==> config.mk <==
export PLATFORM = sky130hd
export DESIGN_NAME = ppbs_ram
export DESIGN_NICKNAME = d
export VERILOG_FILES = /design/src/sv/ppbs_ram.sv
export SDC_FILE = /design/constraint.sdc
export NUM_CORES = 1
export LEC_CHECK = 0
export CORE_AREA = 2 2 122 94
export DETAILED_ROUTE_END_ITERATION = 8
export DIE_AREA = 0 0 124 96
export DONT_BUFFER_PORTS = 1
export SETUP_SLACK_MARGIN = 0.02
export SLEW_MARGIN = 40
export SYNTH_ARGS = -nofsm -noshare
export SYNTH_HDL_FRONTEND = slang
export SYNTH_SLANG_ARGS = --single-unit
export TNS_END_PERCENT = 30
==> constraint.sdc <==
create_clock -name clk -period 2.7 [get_ports clk]
set_input_delay 0.54 -clock clk [delete_from_list [all_inputs] [get_ports clk]]
set_output_delay 0.54 -clock clk [all_outputs]
set_load 0.02 [all_outputs]
==> src/sv/ppbs_ram.sv <==
// Generic single-port-write, single-port-read RAM with registered read data.
// No dependencies; the particle pool uses one instance.
`default_nettype none

module ppbs_ram #(
  parameter int WIDTH = 8,
  parameter int DEPTH = 16,
  localparam int AW = (DEPTH > 1) ? $clog2(DEPTH) : 1
) (
  input  wire logic             clk,
  input  wire logic             we,
  input  wire logic [AW-1:0]    waddr,
  input  wire logic [WIDTH-1:0] wdata,
  input  wire logic [AW-1:0]    raddr,
  output logic      [WIDTH-1:0] rdata
);

  logic [WIDTH-1:0] mem [0:DEPTH-1];

  // Write port
  always_ff @(posedge clk) begin
    if (we) begin
      mem[waddr] <= wdata;
    end
  end

  // Registered read port
  always_ff @(posedge clk) begin
    rdata <= mem[raddr];
  end

endmodule

`default_nettype wire

==> results of run 1 <==
==> how the worst min path moves through the flow <==
stage	to	slack [ns]
floorplan	rdata[0]$_DFF_P_	0.63
global placement	mem[8][1]$_DFFE_PP_	0.64
detailed placement	mem[8][1]$_DFFE_PP_	0.64
CTS	mem[9][4]$_DFFE_PP_	0.20
global route	mem[9][4]$_DFFE_PP_	0.20
finish	mem[15][2]$_DFFE_PP_	0.22
==> critical path, cell delays in order, from the launching register on <==
cell      delay [ns]
edfxtp_1        0.37
mux4_1          0.51
a22oi_1         0.32
nand2_1         0.12
==> kinds of logic after synthesis <==
kind of cell | synth area share [%]
flops | 77.8
compound gates | 2.33
mux | 15.0
buf+inv | 1.68
simple gates | 3.18
==> sequential cells by signal, summed over array words and instances, names as in the netlist <==
signal,flops
mem,128
rdata,8
==> layout make-up <==
class | count | area share, %
clock buffer | 21 | 7.91
clock inverter | 11 | 2.86
multi-input combinational | 83 | 17.8
sequential | 136 | 67.4
tap | 140 | 2.95
timing repair buffer | 9 | 1.14
==> per-layer routing <==
metal / share of wire [%] / up-vias / wire (um)
met3: 6.9 / 16 / 697
met5: 0 / - / 0
met2: 44 / 72 / 4450
met1: 47 / 1220 / 4680
li1: - / 1010 / -
met4: 2.2 / 0 / 220
==> synthesized netlist by cell type <==
master	n
nor2_1	13
edfxtp_1	128
mux4_1	14
buf_4	1
mux4_2	18
nand3_1	1
nand2_1	9
nand3b_1	2
buf_6	3
nand2b_1	2
clkdlybuf4s25_2	3
buf_2	3
nor3_1	4
a22oi_1	16
and2_1	1
dfxtp_1	8
and2b_1	1
or3b_2	1
nor2b_1	1
==> metrics by stage <==
stage	hold slack [ns]	util, %	worst slack (ns)
2_1_floorplan	0.629	-	0.667
3_3_place_gp	0.640	49.4	0.889
3_5_place_dp	0.640	49.4	0.901
4_1_cts	0.202	55.4	1.26
5_1_grt	0.200	55.4	1.17
6_report	0.223	55.4	1.24
==> where the power goes <==
part	switching [mW]	total (mW)	internal (mW)
Clock	0.823	2.44	1.62
Combinational	0.0612	0.131	0.0695
Sequential	0.0309	2.39	2.36
==> impl_metrics.ini, run 1 <==
[floorplan]
die_width_um = 124
core_area_um2 = 10700
full_die_area_um2 = 11900
rows = 33
floorplan.initialDensity_pct = 47.9
pin_count = 26
floorplan.die.height_um = 96

[worst_hold_path]
timing.hold.worst.start = wdata[2]
worst_hold_path_type = primary input to register
worst_hold_path.num_cells = 0

[global_routing]
wire_length_of_the_first_global_routing_pass_mm = 15.2
gr-usage-all-layers_pct = 19.4
vias_in_the_first_global_route = 2381
antenna_found_initial = 0
grt.overflow.total = 0
grtUsageMet3_pct = 6.52
globalRouteMet1Util_pct = 28.1
pin_count_of_the_biggest_net_entering_global_routing = 33
global_route.peak_usage_layer = met1
globalRouteMet2Util_pct = 27.1

[timing]
final-setup-viol-count = 0
final-hold-violation-count = 0
post-route-period-util_pct = 53.9
grt_setup_unrepaired = no
slew_headroom_pct = 48.6
timing.final.crit_period_ns = 1.46
timing_max_transition_violations_final = 0
timing_worst_slew_pin_value_ns = 0.768
finalSetupTns_ns = 0
fmax_mhz = 687
finClkSkew_ns = 0.00465

[route]
antenna_left = 0
number_of_optimization_iterations_in_the_first_detailed_route_pass = 5
routed_wirelength_normalized_by_instance_count_um = 25.1
detailedRoute.firstIterationViolations = 303
dr_total_vias = 2318
vias_per_cell = 5.80
postRouteWirelength_mm = 10.1
detail_route.drc_violations = 0

[placement]
portBuffers = 0
placed_area_um2 = 5300
placed_cells_incl_taps = 368
finalWeightedCongestion = 0.724
place_hpwl_mm = 6.04

[power_and_ir_drop]
power.total_mw = 4.96
p_leak_nw = 1.95
ir_worst_vdd_v = 0.000535
power.density_nw_per_um2 = 835

[critical_path]
r2r_start = mem[8][3]$_DFFE_PP_
source_of_the_critical_timing_path = mem[8][3]$_DFFE_PP_
type_of_the_setup_path_with_the_least_slack = register to register
setup.worst_path.start_class = register
r2r_setup_slack_ns = 1.24
reg2reg_depth = 3
worst-path-max-fanout = 1
reg2reg_to = rdata[3]$_DFF_P_
worst-endpoint-required_ns = 2.98
worst_setup_path_end_kind = register
crit_arrival_ns = 1.73
timing.critical_path.to = rdata[3]$_DFF_P_

[cells_and_area]
finalNonFillerCells = 400
most_common_cell_after_layout_fill_and_taps_aside = edfxtp_1
nNetsFinal = 265
area_growth_syn_to_layout_pct = 15.5
seq_area_um2 = 4000
layout_common_cells = edfxtp_1, mux4_2, clkbuf_16
multi_input_logic_area_um2 = 1060
n_fill_cell = 809
drive_above_1_share_pct = 22.7
insertedDiodeCount = 0
postLayoutCellArea_um2 = 5940

[run]
drv_cap = 0

[outcome]
run_status = finished, final reports clean

[clock_network]
tritoncts.num_buffers = 17
cts_hold_buf = 0
clk_root_buffer_cell = clkbuf_16
post-cts-setup-buffers = 0
clk_path_buf_depth = 2
htreeDepth = 4
clock_transition_at_path_regs_ns = 0.06
cts_tree = built
clk_latency_ns = 0.41
clkSinkCount = 136
cts.repair.resized = 0

[logic_synthesis]
synthesis.yosys.warnings = 0
synth-seq-cells = 136
library_cell_with_the_largest_summed_area_after_synthesis = edfxtp_1
synth_top_cell_area_share_pct = 74.7
synthesis.instances = 229
synth_sequential_area_ratio_pct = 77.8
syn_area_um2 = 5150
synth.lib_cells_used.distinct = 19
synthTopCellsByArea = edfxtp_1, mux4_2, mux4_1, dfxtp_1, a22oi_1
postSynthAreaPerCell_um2 = 22.5
syn_nets = 247
(Power assumes the default switching activity.)
==> run 2: changes to the inputs <==
--- a/config.mk
+++ b/config.mk
@@ -9,6 +9,7 @@
 export DETAILED_ROUTE_END_ITERATION = 8
 export DIE_AREA = 0 0 124 96
 export DONT_BUFFER_PORTS = 1
+export PLACE_DENSITY = 0.65
 export SETUP_SLACK_MARGIN = 0.02
 export SLEW_MARGIN = 40
 export SYNTH_ARGS = -nofsm -noshare
==> constraint.sdc (replaced) <==
create_clock -name clk -period 1.2 [get_ports clk]
set_input_delay 0.24 -clock clk [delete_from_list [all_inputs] [get_ports clk]]
set_output_delay 0.24 -clock clk [all_outputs]
set_load 0.02 [all_outputs]
==> run 2 against run 1 <==
The flow now finishes with violations (negative setup slack). Via count grew 5.1%. Die area is the same. Non-clock buffer count grew 25. Critical path depth is the same. Register-to-register slack lost 1.3 ns. Total power grew 120%. Cell count grew 6.5%.
==> impl_metrics.ini, run 2 (synthesis results as in run 1) <==
[timing]
final-hold-violation-count = 0
finalSetupTns_ns = -0.368
timing_worst_slew_pin_value_ns = 0.828
timing.final.crit_period_ns = 1.29
slew_headroom_pct = 44.7
finClkSkew_ns = 0.0146
hold_slack_ns = 0.119
timing_max_transition_violations_final = 0
grt_setup_unrepaired = yes
fmax_mhz = 775
layout_setup_ws_ns = -0.0899
post-route-period-util_pct = 107
final-setup-viol-count = 8

[route]
dr_total_vias = 2436
detailroute.wirelength.met2_mm = 4.79
dr.max_layer_used = met4
detailedRoute.firstIterationViolations = 277
antenna_left = 0
wl_met1_mm = 4.56
postRouteWirelength_mm = 10.1
detail_route.drc_violations = 0
met3_length_um = 676
routed_wirelength_normalized_by_instance_count_um = 23.7
number_of_optimization_iterations_in_the_first_detailed_route_pass = 4
vias_per_cell = 5.72

[global_routing]
gr-usage-all-layers_pct = 19.2
grt.overflow.total = 0
pin_count_of_the_biggest_net_entering_global_routing = 33
wire_length_of_the_first_global_routing_pass_mm = 15.2
antenna_found_initial = 1
vias_in_the_first_global_route = 2441

[cells_and_area]
largest_register = mem
reg_top3 = mem x128, rdata x8
most_common_cell_after_layout_fill_and_taps_aside = edfxtp_1
fin_util_pct = 57.9
area_growth_syn_to_layout_pct = 20.8
drive_above_1_share_pct = 37.2
layout_common_cells = edfxtp_1, mux4_2, buf_4
nNetsFinal = 290
largest_register_ffs = 128

[power_and_ir_drop]
ir_worst_vdd_v = 0.00116
p_leak_nw = 2.04
power.density_nw_per_um2 = 1770
power.total_mw = 11.0

[floorplan]
pin_count = 26
floorplan.die.height_um = 96
die_width_um = 124
floorplan.initialDensity_pct = 47.9
core_area_um2 = 10700
rows = 33
full_die_area_um2 = 11900

[critical_path]
worst-path-max-fanout = 1
type_of_the_setup_path_with_the_least_slack = register to register
crit_arrival_ns = 1.58
worst-endpoint-required_ns = 1.49
setup.worst_path.start_class = register
worst_setup_path_end_kind = register

[placement]
place_hpwl_mm = 6.37
portBuffers = 0
finalWeightedCongestion = 0.787

[run]
drv_cap = 0

[outcome]
run_status = complete, but fails checks
failed_checks = negative setup slack

[clock_network]
tritoncts.num_buffers = 17
clock_transition_at_path_regs_ns = 0.06
post-cts-setup-buffers = 0
clk_root_buffer_cell = clkbuf_16
clk_path_buf_depth = 2
clk_latency_ns = 0.41
clkSinkCount = 136
cts_tree = built
htreeDepth = 4

[worst_hold_path]
worst_hold_path_type = primary input to register
[run 2: routing by layer]
layer  vias to the layer above  GRT usage [%]
li1                       1057              -
met4                         0           5.34
met5                         -              0
met2                        83           28.8
met1                      1287           26.5
met3                         9           7.29
[run 2: cell type report]
class / count / area [um2]
clock buffer: 20 / 457
fill: 792 / 4520
multi-input combinational: 83 / 1120
timing repair buffer: 34 / 313
clock inverter: 12 / 150
tap: 140 / 175
sequential: 136 / 4000
antenna: 1 / 2.50
[run 2: worst paths after layout]
path,depth (start not counted),start,to,slack [ns]
worst max-delay path,3,mem[7][5]$_DFFE_PP_,rdata[5]$_DFF_P_,-0.09
worst min-delay path,3,raddr[1],rdata[0]$_DFF_P_,0.12
worst max register to register,3,mem[7][5]$_DFFE_PP_,rdata[5]$_DFF_P_,-0.09
worst min register to register,3,mem[7][1]$_DFFE_PP_,rdata[1]$_DFF_P_,0.68
[run 2: report_power, final]
part           internal [mW]  total, mW  switching (mW)
sequential              5.31       5.39          0.0791
combinational          0.208      0.421           0.213
clock                   3.36       5.21            1.85
[run 2: timing repair]
action / in CTS / in global routing
pin swaps: 7 / 1
hold endpoints to repair: 128 / 0
gates resized for setup: 10 / 4
hold buffers: 8 / 0
setup endpoints to repair: 8 / 8
[run 2: metrics by stage]
stage,instances,setup WS (ns),instance area (um2)
floorplan,229,-0.146,5170
global placement,385,-0.155,5480
detailed placement,385,-0.152,5480
CTS,425,-0.0833,6200
global route,426,-0.107,6220
finish,426,-0.0899,6220
[run 2: critical path: stages (launching register included)]
cell and delay, ns:
edfxtp_1 0.37, mux4_2 0.52, a22oi_2 0.18, nand2_2 0.11
